### config.mk
export PLATFORM = sky130hd
export DESIGN_NAME = terminal_cell_diff_runs_flat
export DESIGN_NICKNAME = d
export VERILOG_FILES = /design/src/tcdr_pkg.sv /design/src/tcdr_req_if.sv /design/src/tcdr_rsp_if.sv /design/src/tcdr_colour_cmd.sv /design/src/terminal_cell_diff_runs.sv /design/src/flat_wrapper.sv
export SDC_FILE = /design/constraint.sdc
export NUM_CORES = 1
export LEC_CHECK = 0
export BUFFER_PORTS_ARGS = -buffer_cell sky130_fd_sc_hd__buf_4
export CORE_MARGIN = 2
export CORE_UTILIZATION = 53
export CTS_BUF_LIST = sky130_fd_sc_hd__clkbuf_4 sky130_fd_sc_hd__clkbuf_8
export DETAILED_ROUTE_END_ITERATION = 10
export PLACE_DENSITY = 0.88
export SLEW_MARGIN = 20
export SYNTH_ARGS = -nofsm -noshare
export SYNTH_HDL_FRONTEND = slang
export SYNTH_SLANG_ARGS = --single-unit
### constraint.sdc
create_clock -name clock -period 5.25 [get_ports clock]
set_input_delay 0.7875 -clock clock [delete_from_list [all_inputs] [get_ports clock]]
set_output_delay 0.7875 -clock clock [all_outputs]
set_load 0.05 [all_outputs]
### src/tcdr_pkg.sv
// shared types and constants for the terminal cell diff run finder
package tcdr_pkg;

   localparam int unsigned MAX_COLUMNS_DEF = 1024;
   localparam int unsigned MAX_ROWS_DEF    = 1024;

   localparam int unsigned GLYPH_W    = 21;
   localparam int unsigned COLOR_W    = 32;
   localparam int unsigned POS_W      = 10;
   localparam int unsigned SIZE_W     = 11;
   localparam int unsigned CSR_DATA_W = 32;
   localparam int unsigned CSR_ADDR_W = 4;

   localparam logic [SIZE_W-1:0]  LINE_WIDTH_RST    = SIZE_W'(80);
   localparam logic [SIZE_W-1:0]  LINE_COUNT_RST    = SIZE_W'(24);
   localparam logic [COLOR_W-1:0] DEFAULT_COLOR_RST = '0;

   typedef enum logic [1:0] {
      CSR_LINE_WIDTH    = 2'd0,
      CSR_LINE_COUNT    = 2'd1,
      CSR_DEFAULT_COLOR = 2'd2
   } csr_index_type;

   typedef struct packed {
      logic [GLYPH_W-1:0] old_glyph;
      logic [GLYPH_W-1:0] new_glyph;
      logic [COLOR_W-1:0] old_fore;
      logic [COLOR_W-1:0] new_fore;
      logic [COLOR_W-1:0] old_back;
      logic [COLOR_W-1:0] new_back;
   } req_item_type;

   typedef struct packed {
      logic               change;
      logic [COLOR_W-1:0] color;
      logic               reset;
   } colour_cmd_type;

   typedef struct packed {
      logic               valid;
      logic [COLOR_W-1:0] color;
   } sent_colour_type;

   typedef struct packed {
      logic [POS_W-1:0]   column;
      logic [POS_W-1:0]   row;
      logic [GLYPH_W-1:0] glyph;
      logic               run_start;
      colour_cmd_type     fore;
      colour_cmd_type     back;
   } rsp_item_type;

endpackage

### src/tcdr_req_if.sv
// cell pair channel carrying old and new frame cells
interface tcdr_req_if;
   logic                          valid;
   logic                          ready;
   logic [tcdr_pkg::GLYPH_W-1:0]  old_glyph;
   logic [tcdr_pkg::GLYPH_W-1:0]  new_glyph;
   logic [tcdr_pkg::COLOR_W-1:0]  old_fore;
   logic [tcdr_pkg::COLOR_W-1:0]  new_fore;
   logic [tcdr_pkg::COLOR_W-1:0]  old_back;
   logic [tcdr_pkg::COLOR_W-1:0]  new_back;

   modport source (output valid, old_glyph, new_glyph, old_fore, new_fore, old_back,
                   new_back, input ready);
   modport sink (input valid, old_glyph, new_glyph, old_fore, new_fore, old_back,
                 new_back, output ready);
endinterface

### src/tcdr_rsp_if.sv
// emitted cell channel with cursor and colour commands
interface tcdr_rsp_if;
   logic                          valid;
   logic                          ready;
   logic [tcdr_pkg::POS_W-1:0]    column;
   logic [tcdr_pkg::POS_W-1:0]    row;
   logic [tcdr_pkg::GLYPH_W-1:0]  glyph;
   logic                          run_start;
   logic                          fore_change;
   logic [tcdr_pkg::COLOR_W-1:0]  fore_color;
   logic                          fore_reset;
   logic                          back_change;
   logic [tcdr_pkg::COLOR_W-1:0]  back_color;
   logic                          back_reset;

   modport source (output valid, column, row, glyph, run_start, fore_change, fore_color,
                   fore_reset, back_change, back_color, back_reset, input ready);
   modport sink (input valid, column, row, glyph, run_start, fore_change, fore_color,
                 fore_reset, back_change, back_color, back_reset, output ready);
endinterface

### src/tcdr_colour_cmd.sv
// colour set or reset command for one plane against the last colour sent
module tcdr_colour_cmd (
   input  logic [tcdr_pkg::COLOR_W-1:0] want,
   input  logic [tcdr_pkg::COLOR_W-1:0] base_colour,
   input  tcdr_pkg::sent_colour_type    sent_cur,
   output tcdr_pkg::colour_cmd_type     cmd,
   output tcdr_pkg::sent_colour_type    sent_next
);

   always_comb begin
      cmd       = '0;
      sent_next = sent_cur;
      if (want == base_colour) begin
         if (sent_cur.valid) begin
            cmd.reset = 1'b1;
            sent_next = '0;
         end
      end else if (!sent_cur.valid || (sent_cur.color != want)) begin
         cmd.change      = 1'b1;
         cmd.color       = want;
         sent_next.valid = 1'b1;
         sent_next.color = want;
      end
   end

endmodule

### src/terminal_cell_diff_runs.sv
// terminal cell diff run finder: top level with csr port and cell pipeline
// a cell is registered at acceptance and its result is registered when stage s1 advances
// one cell per cycle unless output stalls; cells that open or extend a run give a beat each
// the run and colour state updates in the single evaluation stage, so cells follow back to back
// reset: synchronous, clears counters, run and sent colour state, and sizes to 80 by 24
module terminal_cell_diff_runs #(
   parameter int unsigned MAX_COLUMNS = tcdr_pkg::MAX_COLUMNS_DEF,
   parameter int unsigned MAX_ROWS    = tcdr_pkg::MAX_ROWS_DEF
) (
   input  logic                              clock,
   input  logic                              reset,
   tcdr_req_if.sink                          req_chan,
   tcdr_rsp_if.source                        rsp_chan,
   input  logic                              csr_psel,
   input  logic                              csr_penable,
   input  logic                              csr_pwrite,
   input  logic [tcdr_pkg::CSR_ADDR_W-1:0]   csr_paddr,
   input  logic [tcdr_pkg::CSR_DATA_W-1:0]   csr_pwdata,
   output logic [tcdr_pkg::CSR_DATA_W-1:0]   csr_prdata,
   output logic                              csr_pready
);

   localparam int unsigned CW  = $clog2(MAX_COLUMNS);
   localparam int unsigned RW  = (MAX_ROWS > 1) ? $clog2(MAX_ROWS) : 1;
   localparam int unsigned CSW = (CW + 1 > tcdr_pkg::SIZE_W) ? CW + 1 : tcdr_pkg::SIZE_W;
   localparam int unsigned RSW = (RW + 1 > tcdr_pkg::SIZE_W) ? RW + 1 : tcdr_pkg::SIZE_W;
   localparam int unsigned CXW = (CW > tcdr_pkg::POS_W) ? CW : tcdr_pkg::POS_W;
   localparam int unsigned RXW = (RW > tcdr_pkg::POS_W) ? RW : tcdr_pkg::POS_W;

   // csr registers
   logic [tcdr_pkg::SIZE_W-1:0]  line_width_ff;
   logic [tcdr_pkg::SIZE_W-1:0]  line_count_ff;
   logic [tcdr_pkg::COLOR_W-1:0] base_colour_ff;
   logic                         csr_write;
   tcdr_pkg::csr_index_type      csr_index;

   // pipeline registers
   logic                       s1_valid_ff, s1_valid_in;
   tcdr_pkg::req_item_type     s1_item_ff;
   logic                       rsp_valid_ff, rsp_valid_in;
   tcdr_pkg::rsp_item_type     rsp_item_ff, rsp_item_in;

   // scan state
   logic [CW-1:0]              col_ff, col_in;
   logic [RW-1:0]              row_ff, row_in;
   logic                       run_open_ff, run_open_in;
   logic [tcdr_pkg::COLOR_W-1:0] run_fore_ff, run_fore_in;
   logic [tcdr_pkg::COLOR_W-1:0] run_back_ff, run_back_in;
   tcdr_pkg::sent_colour_type  sent_fore_ff, sent_fore_in;
   tcdr_pkg::sent_colour_type  sent_back_ff, sent_back_in;

   logic                       out_free, s1_go, req_accept;
   logic                       continue_run, differs, opens, emit;
   logic                       col_wrap, frame_end;
   logic [CSW-1:0]             lw_x, w_eff;
   logic [RSW-1:0]             lc_x, h_eff;
   logic [CXW-1:0]             col_x;
   logic [RXW-1:0]             row_x;
   tcdr_pkg::colour_cmd_type   fore_cmd, back_cmd;
   tcdr_pkg::sent_colour_type  fore_sent_next, back_sent_next;

   // csr port
   assign csr_pready = 1'b1;
   assign csr_write  = csr_psel & csr_penable & csr_pwrite & csr_pready;
   assign csr_index  = tcdr_pkg::csr_index_type'(csr_paddr[3:2]);

   always_ff @(posedge clock) begin
      if (reset) begin
         line_width_ff  <= tcdr_pkg::LINE_WIDTH_RST;
         line_count_ff  <= tcdr_pkg::LINE_COUNT_RST;
         base_colour_ff <= tcdr_pkg::DEFAULT_COLOR_RST;
      end else if (csr_write) begin
         case (csr_index)
            tcdr_pkg::CSR_LINE_WIDTH: begin
               line_width_ff <= csr_pwdata[tcdr_pkg::SIZE_W-1:0];
            end
            tcdr_pkg::CSR_LINE_COUNT: begin
               line_count_ff <= csr_pwdata[tcdr_pkg::SIZE_W-1:0];
            end
            tcdr_pkg::CSR_DEFAULT_COLOR: begin
               base_colour_ff <= csr_pwdata[tcdr_pkg::COLOR_W-1:0];
            end
            default: begin
            end
         endcase
      end
   end

   always_comb begin
      case (csr_index)
         tcdr_pkg::CSR_LINE_WIDTH:    csr_prdata = tcdr_pkg::CSR_DATA_W'(line_width_ff);
         tcdr_pkg::CSR_LINE_COUNT:    csr_prdata = tcdr_pkg::CSR_DATA_W'(line_count_ff);
         tcdr_pkg::CSR_DEFAULT_COLOR: csr_prdata = tcdr_pkg::CSR_DATA_W'(base_colour_ff);
         default:                     csr_prdata = '0;
      endcase
   end

   // handshake
   assign out_free       = !rsp_valid_ff || rsp_chan.ready;
   assign s1_go          = s1_valid_ff && out_free;
   assign req_chan.ready = !s1_valid_ff || out_free;
   assign req_accept     = req_chan.valid && req_chan.ready;

   // clamped frame size
   always_comb begin
      lw_x = CSW'(line_width_ff);
      if (lw_x == '0) begin
         w_eff = CSW'(1);
      end else if (lw_x > CSW'(MAX_COLUMNS)) begin
         w_eff = CSW'(MAX_COLUMNS);
      end else begin
         w_eff = lw_x;
      end
      lc_x = RSW'(line_count_ff);
      if (lc_x == '0) begin
         h_eff = RSW'(1);
      end else if (lc_x > RSW'(MAX_ROWS)) begin
         h_eff = RSW'(MAX_ROWS);
      end else begin
         h_eff = lc_x;
      end
   end

   assign col_wrap  = (CSW'(col_ff) + CSW'(1)) >= w_eff;
   assign frame_end = col_wrap && ((RSW'(row_ff) + RSW'(1)) >= h_eff);

   // run detection
   assign continue_run = run_open_ff && (s1_item_ff.new_fore == run_fore_ff)
                         && (s1_item_ff.new_back == run_back_ff);
   assign differs      = (s1_item_ff.old_glyph != s1_item_ff.new_glyph)
                         || (s1_item_ff.old_fore != s1_item_ff.new_fore)
                         || (s1_item_ff.old_back != s1_item_ff.new_back);
   assign opens        = !continue_run && differs;
   assign emit         = continue_run || opens;

   tcdr_colour_cmd u_fore_cmd (
      .want        (s1_item_ff.new_fore),
      .base_colour (base_colour_ff),
      .sent_cur    (sent_fore_ff),
      .cmd         (fore_cmd),
      .sent_next   (fore_sent_next)
   );

   tcdr_colour_cmd u_back_cmd (
      .want        (s1_item_ff.new_back),
      .base_colour (base_colour_ff),
      .sent_cur    (sent_back_ff),
      .cmd         (back_cmd),
      .sent_next   (back_sent_next)
   );

   assign col_x = CXW'(col_ff);
   assign row_x = RXW'(row_ff);

   always_comb begin
      rsp_item_in           = '0;
      rsp_item_in.column    = col_x[tcdr_pkg::POS_W-1:0];
      rsp_item_in.row       = row_x[tcdr_pkg::POS_W-1:0];
      rsp_item_in.glyph     = s1_item_ff.new_glyph;
      rsp_item_in.run_start = opens;
      if (opens) begin
         rsp_item_in.fore = fore_cmd;
         rsp_item_in.back = back_cmd;
      end
   end

   // next state
   always_comb begin
      s1_valid_in  = s1_valid_ff;
      rsp_valid_in = rsp_valid_ff;
      col_in       = col_ff;
      row_in       = row_ff;
      run_open_in  = run_open_ff;
      run_fore_in  = run_fore_ff;
      run_back_in  = run_back_ff;
      sent_fore_in = sent_fore_ff;
      sent_back_in = sent_back_ff;

      if (req_accept) begin
         s1_valid_in = 1'b1;
      end else if (s1_go) begin
         s1_valid_in = 1'b0;
      end

      if (s1_go) begin
         rsp_valid_in = emit;
      end else if (rsp_chan.ready) begin
         rsp_valid_in = 1'b0;
      end

      if (s1_go) begin
         run_open_in = emit && !col_wrap;
         if (opens) begin
            run_fore_in  = s1_item_ff.new_fore;
            run_back_in  = s1_item_ff.new_back;
            sent_fore_in = fore_sent_next;
            sent_back_in = back_sent_next;
         end
         if (col_wrap) begin
            col_in = '0;
            if (frame_end) begin
               row_in       = '0;
               sent_fore_in = '0;
               sent_back_in = '0;
            end else begin
               row_in = row_ff + RW'(1);
            end
         end else begin
            col_in = col_ff + CW'(1);
         end
      end
   end

   always_ff @(posedge clock) begin
      if (reset) begin
         s1_valid_ff  <= 1'b0;
         rsp_valid_ff <= 1'b0;
         col_ff       <= '0;
         row_ff       <= '0;
         run_open_ff  <= 1'b0;
         run_fore_ff  <= '0;
         run_back_ff  <= '0;
         sent_fore_ff <= '0;
         sent_back_ff <= '0;
      end else begin
         s1_valid_ff  <= s1_valid_in;
         rsp_valid_ff <= rsp_valid_in;
         col_ff       <= col_in;
         row_ff       <= row_in;
         run_open_ff  <= run_open_in;
         run_fore_ff  <= run_fore_in;
         run_back_ff  <= run_back_in;
         sent_fore_ff <= sent_fore_in;
         sent_back_ff <= sent_back_in;
      end
   end

   always_ff @(posedge clock) begin
      if (req_accept) begin
         s1_item_ff.old_glyph <= req_chan.old_glyph;
         s1_item_ff.new_glyph <= req_chan.new_glyph;
         s1_item_ff.old_fore  <= req_chan.old_fore;
         s1_item_ff.new_fore  <= req_chan.new_fore;
         s1_item_ff.old_back  <= req_chan.old_back;
         s1_item_ff.new_back  <= req_chan.new_back;
      end
      if (s1_go && emit) begin
         rsp_item_ff <= rsp_item_in;
      end
   end

   assign rsp_chan.valid       = rsp_valid_ff;
   assign rsp_chan.column      = rsp_item_ff.column;
   assign rsp_chan.row         = rsp_item_ff.row;
   assign rsp_chan.glyph       = rsp_item_ff.glyph;
   assign rsp_chan.run_start   = rsp_item_ff.run_start;
   assign rsp_chan.fore_change = rsp_item_ff.fore.change;
   assign rsp_chan.fore_color  = rsp_item_ff.fore.color;
   assign rsp_chan.fore_reset  = rsp_item_ff.fore.reset;
   assign rsp_chan.back_change = rsp_item_ff.back.change;
   assign rsp_chan.back_color  = rsp_item_ff.back.color;
   assign rsp_chan.back_reset  = rsp_item_ff.back.reset;

endmodule

### src/flat_wrapper.sv
// flat-port wrapper written by rule: the top's interface ports become plain ports
module terminal_cell_diff_runs_flat 
#(
   parameter int unsigned MAX_COLUMNS = tcdr_pkg::MAX_COLUMNS_DEF,
   parameter int unsigned MAX_ROWS    = tcdr_pkg::MAX_ROWS_DEF
)
  (clock, reset, csr_psel, csr_penable, csr_pwrite, csr_paddr, csr_pwdata, csr_prdata, csr_pready, req_chan_valid, req_chan_old_glyph, req_chan_new_glyph, req_chan_old_fore, req_chan_new_fore, req_chan_old_back, req_chan_new_back, req_chan_ready, rsp_chan_valid, rsp_chan_column, rsp_chan_row, rsp_chan_glyph, rsp_chan_run_start, rsp_chan_fore_change, rsp_chan_fore_color, rsp_chan_fore_reset, rsp_chan_back_change, rsp_chan_back_color, rsp_chan_back_reset, rsp_chan_ready);
  tcdr_req_if req_chan_i ();
  tcdr_rsp_if rsp_chan_i ();
  input  logic clock;
  input  logic reset;
  input  logic csr_psel;
  input  logic csr_penable;
  input  logic csr_pwrite;
  input  logic [tcdr_pkg::CSR_ADDR_W-1:0] csr_paddr;
  input  logic [tcdr_pkg::CSR_DATA_W-1:0] csr_pwdata;
  output logic [tcdr_pkg::CSR_DATA_W-1:0] csr_prdata;
  output logic csr_pready;
  input wire logic [$bits(req_chan_i.valid)-1:0] req_chan_valid;
  input wire logic [$bits(req_chan_i.old_glyph)-1:0] req_chan_old_glyph;
  input wire logic [$bits(req_chan_i.new_glyph)-1:0] req_chan_new_glyph;
  input wire logic [$bits(req_chan_i.old_fore)-1:0] req_chan_old_fore;
  input wire logic [$bits(req_chan_i.new_fore)-1:0] req_chan_new_fore;
  input wire logic [$bits(req_chan_i.old_back)-1:0] req_chan_old_back;
  input wire logic [$bits(req_chan_i.new_back)-1:0] req_chan_new_back;
  output wire logic [$bits(req_chan_i.ready)-1:0] req_chan_ready;
  output wire logic [$bits(rsp_chan_i.valid)-1:0] rsp_chan_valid;
  output wire logic [$bits(rsp_chan_i.column)-1:0] rsp_chan_column;
  output wire logic [$bits(rsp_chan_i.row)-1:0] rsp_chan_row;
  output wire logic [$bits(rsp_chan_i.glyph)-1:0] rsp_chan_glyph;
  output wire logic [$bits(rsp_chan_i.run_start)-1:0] rsp_chan_run_start;
  output wire logic [$bits(rsp_chan_i.fore_change)-1:0] rsp_chan_fore_change;
  output wire logic [$bits(rsp_chan_i.fore_color)-1:0] rsp_chan_fore_color;
  output wire logic [$bits(rsp_chan_i.fore_reset)-1:0] rsp_chan_fore_reset;
  output wire logic [$bits(rsp_chan_i.back_change)-1:0] rsp_chan_back_change;
  output wire logic [$bits(rsp_chan_i.back_color)-1:0] rsp_chan_back_color;
  output wire logic [$bits(rsp_chan_i.back_reset)-1:0] rsp_chan_back_reset;
  input wire logic [$bits(rsp_chan_i.ready)-1:0] rsp_chan_ready;
  assign req_chan_i.valid = req_chan_valid;
  assign req_chan_i.old_glyph = req_chan_old_glyph;
  assign req_chan_i.new_glyph = req_chan_new_glyph;
  assign req_chan_i.old_fore = req_chan_old_fore;
  assign req_chan_i.new_fore = req_chan_new_fore;
  assign req_chan_i.old_back = req_chan_old_back;
  assign req_chan_i.new_back = req_chan_new_back;
  assign req_chan_ready = req_chan_i.ready;
  assign rsp_chan_valid = rsp_chan_i.valid;
  assign rsp_chan_column = rsp_chan_i.column;
  assign rsp_chan_row = rsp_chan_i.row;
  assign rsp_chan_glyph = rsp_chan_i.glyph;
  assign rsp_chan_run_start = rsp_chan_i.run_start;
  assign rsp_chan_fore_change = rsp_chan_i.fore_change;
  assign rsp_chan_fore_color = rsp_chan_i.fore_color;
  assign rsp_chan_fore_reset = rsp_chan_i.fore_reset;
  assign rsp_chan_back_change = rsp_chan_i.back_change;
  assign rsp_chan_back_color = rsp_chan_i.back_color;
  assign rsp_chan_back_reset = rsp_chan_i.back_reset;
  assign rsp_chan_i.ready = rsp_chan_ready;
  terminal_cell_diff_runs #(.MAX_COLUMNS(MAX_COLUMNS), .MAX_ROWS(MAX_ROWS)) u_core (.clock(clock), .reset(reset), .req_chan(req_chan_i), .rsp_chan(rsp_chan_i), .csr_psel(csr_psel), .csr_penable(csr_penable), .csr_pwrite(csr_pwrite), .csr_paddr(csr_paddr), .csr_pwdata(csr_pwdata), .csr_prdata(csr_prdata), .csr_pready(csr_pready));
endmodule
==> metrics.yaml <==
cells_and_area:
  syn2layout_area_growth_pct: 20.8
  final_util_pct: 64.7
  seqCellArea_sq_um: 12600
  final_nets: 2656
  diodes: 0
  layout-drive-gt1-share_pct: 23.5
  final_area_sq_um: 27800
  fillers: 3254
  multi_input_area_sq_um: 9570
  stdcell_count: 3074
synthesis:
  avgSynthCellArea_sq_um: 10.9
  synthSimpleGateAreaFrac_pct: 17.9
  yosys.area_share.adder_pct: 1.30
  synth_edf_count: 280
  syn_area_sq_um: 23000
  synth_top_family_by_area: "simple AND/OR/NAND/NOR gates"
  synth_top_area_cell: "edfxtp_1"
  synth_xor_area_share_pct: 10.3
  syn-num-nets: 2352
  synthTopCellsByArea: "edfxtp_1, dfxtp_1, xor2_1"
  yosysWarnings: 0
  synth-async-reset-ratio_pct: 0
  synth_compound_area_share_pct: 8.26
  synth-main-ff-cell: "edfxtp_1"
  synthMuxAreaShare_pct: 3.40
  yosys_register_bits: 487
  seq_area_frac_synth_pct: 54.5
  synthDominantCellAreaShare_pct: 36.5
  synth_cell_types: 56
  synthCells: 2115
cts:
  root_buffer: "clkbuf_8"
  cts_max_level: 3
  clk_path_buf_depth: 3
  ctsHoldBuffers: 0
  clkSinkCount: 487
  numCtsBuffers: 83
  cts_tree: "done"
  cts_setup_buffers: 0
  ctsResizeCount: 0
  clkTransAtPathRegs_ns: 0.06
  clkLatencyLatePin_ns: 0.67
routing:
  first_iter_violations: 2049
  ant_nets: 0
  first_pass_iters: 5
  num_vias: 18500
  viasPerCell: 6.03
  route.detailed.drc: 0
  wl_per_cell_um: 24.5
  drt_wl_total_mm: 75.3
setup_path:
  endpoint_kind: "flop"
  crit_arrival_ns: 4.55
  ff2ff_setup_slack_ns: 1.06
  reg2reg_from: "u_core.s1_item_ff[21]"
  crit_path_max_fanout: 85
  start_kind: "flop"
  cp-startpoint: "u_core.s1_item_ff[21]"
  r2r-end: "u_core.rsp_chan.back_color[22]"
  crit_path_end: "u_core.rsp_chan.back_color[22]"
  crit_required_ns: 5.61
  setup.worst_path.class: "flop to flop"
  reg2reg_depth: 8
placed_design:
  dpl_worst_slack_ns: 1.23
  port-buffer-count: 354
  dpl-instance-area_sq_um: 26100
  place_hpwl_mm: 51.6
  gp_routability_congestion: 0.924
  dpl.cell_count: 2917
sta:
  drv_slew: 0
  setup_tns_ns: 0
  worst_pin_slew_ns: 0.888
  finalHoldViolCount: 0
  slew_headroom_pct: 40.8
  period_needed_ns: 4.19
  min_period_over_period_pct: 79.7
  setup_violations: 0
  fin_skew_ns: 0.0456
  setup_slack_ns: 1.06
  fmax_ghz: 0.239
  rsz0062_at_grt: "false"
floorplanning:
  pin_count: 358
  core-area_sq_um: 43000
  floorplan.die.height_um: 212
  die_x_um: 212
  initial_core_util_pct: 53.5
  num_rows: 76
  die_area_sq_um: 45100
power:
  irDropWorstVdd_mv: 0.303
  p_leak_nw: 11.2
  p_per_area_nw_per_um2: 322
run_status:
  status: "finished, final reports clean"
grt:
  grtUsageTotal_pct: 33.0
  antenna_found_initial: 0
  grt_remaining_overflow: 0
  grt_max_degree: 114
  grt_pass1_wl_mm: 110
  grt_pass1_vias: 18300
worst_hold_path:
  whs_path_depth: 1
  min_path_type: "primary input to flop"
flow_run:
  cap_violations: 0
-- cells in the mapped netlist (12+ instances only) --
cell and n:
a21oi_1 74, o21ai_0 26, mux2i_1 76, dfxtp_1 207, clkbuf_1 119, nor4_1 63
and2_1 78, o311ai_1 14, nor2_1 28, nor2b_1 23, nand2_1 213, xnor2_1 69
buf_6 12, nand4_1 29, nand3_1 151, inv_1 16, buf_2 51, ha_1 24
a2111oi_0 70, edfxtp_1 280, o311ai_0 52, and3_1 18, xor2_1 199, nand2b_1 136
-- flip-flops by register name, summed over array words and instances (netlist names), 10 cells and up --
signal / cells
u_core.s1_item_ff: 149
u_core.sent_back_ff: 33
u_core.sent_fore_ff: 33
u_core.base_colour_ff: 32
u_core.rsp_chan.back_color: 32
u_core.rsp_chan.fore_color: 32
u_core.run_back_ff: 32
u_core.run_fore_ff: 32
u_core.rsp_chan.glyph: 21
u_core.rsp_item_in: 21
u_core.lc_x: 11
u_core.line_width_ff: 11
u_core.col_ff: 10
u_core.row_ff: 10
u_core.rsp_chan.column: 10
u_core.rsp_chan.row: 10
-- layout by cell type (no fill, tap or decap), drive strengths merged, types with 11 or more instances in the layout --
cell type,Yosys,routed
and3,18,18
nor3,12,12
clkinv,2,26
nand2b,136,136
mux2i,76,76
nand3,151,151
xnor2,71,71
nand4,29,29
and2,78,78
inv,16,18
edfxtp,280,280
clkbuf,120,120
nor4,64,64
a21oi,74,74
dfxtp,207,207
o311ai,66,66
buf,75,414
nand3b,11,11
o21ai,27,27
nor2,29,29
xor2,199,199
a2111oi,70,70
nand2,213,213
nor2b,23,23
ha,24,24
-- metrics by stage --
step                hold WS (ns)  power (mW)
floorplan                  0.448        5.05
global placement           0.450        5.45
finish                     0.287        8.95
CTS                        0.243        8.98
detailed placement         0.461        5.48
global route               0.272        9.23
-- how the worst min path moves through the flow --
stage,from,end,slack (ns)
after global routing,req_chan_old_back[14],u_core.s1_item_ff[46],0.27
after detailed placement,u_core.rsp_item_in[73],u_core.rsp_chan.glyph[4],0.46
after floorplan,u_core.rsp_item_in[69],u_core.rsp_chan.glyph[0],0.45
after CTS,req_chan_old_glyph[19],u_core.s1_item_ff[168],0.24
final,req_chan_old_fore[14],u_core.s1_item_ff[110],0.29
after global placement,u_core.rsp_item_in[71],u_core.rsp_chan.glyph[2],0.45
-- cells by family after synthesis --
kind of cell,after synthesis
compound gates,263
simple gates,779
xor+xnor,270
flops,487
buf+inv,213
mux,78
other cells,1
fa+ha+maj,24
-- per-layer routing --
metal	global-route usage, %	vias up	part of all wire, %	wire, um
met5	0	-	0	0
met4	15.8	0	4.7	3520
met3	8.92	212	11	8450
met2	52.0	1175	46	34500
met1	42.1	8915	38	28800
li1	-	8236	-	-
-- where the power goes --
group	total (mW)	internal (mW)	switching, mW	leakage, nW
Combinational	0.973	0.391	0.582	5.88
Clock	3.53	1.95	1.58	0.901
Sequential	4.45	4.25	0.199	4.37
Total	8.95	6.59	2.36	11.2
-- layout make-up --
cell class | count | share of cell area (%)
Tap cell | 585 | 2.63
Sequential cell | 487 | 45.1
Clock inverter | 35 | 0.927
Inverter | 18 | 0.261
Clock buffer | 120 | 5.24
Timing Repair Buffer | 414 | 11.4
Multi-Input combinational cell | 1415 | 34.4
-- critical path, stage by stage, from the launching register on --
cell	delay (ns)
edfxtp_1	0.63
xor2_1	0.26
nor4_1	0.62
nand4_1	0.29
nor4_1	0.36
nand4_1	0.44
o21ai_2	0.45
inv_6	0.34
buf_4	0.40
Note: power is estimated with default switching activity, not from simulation.
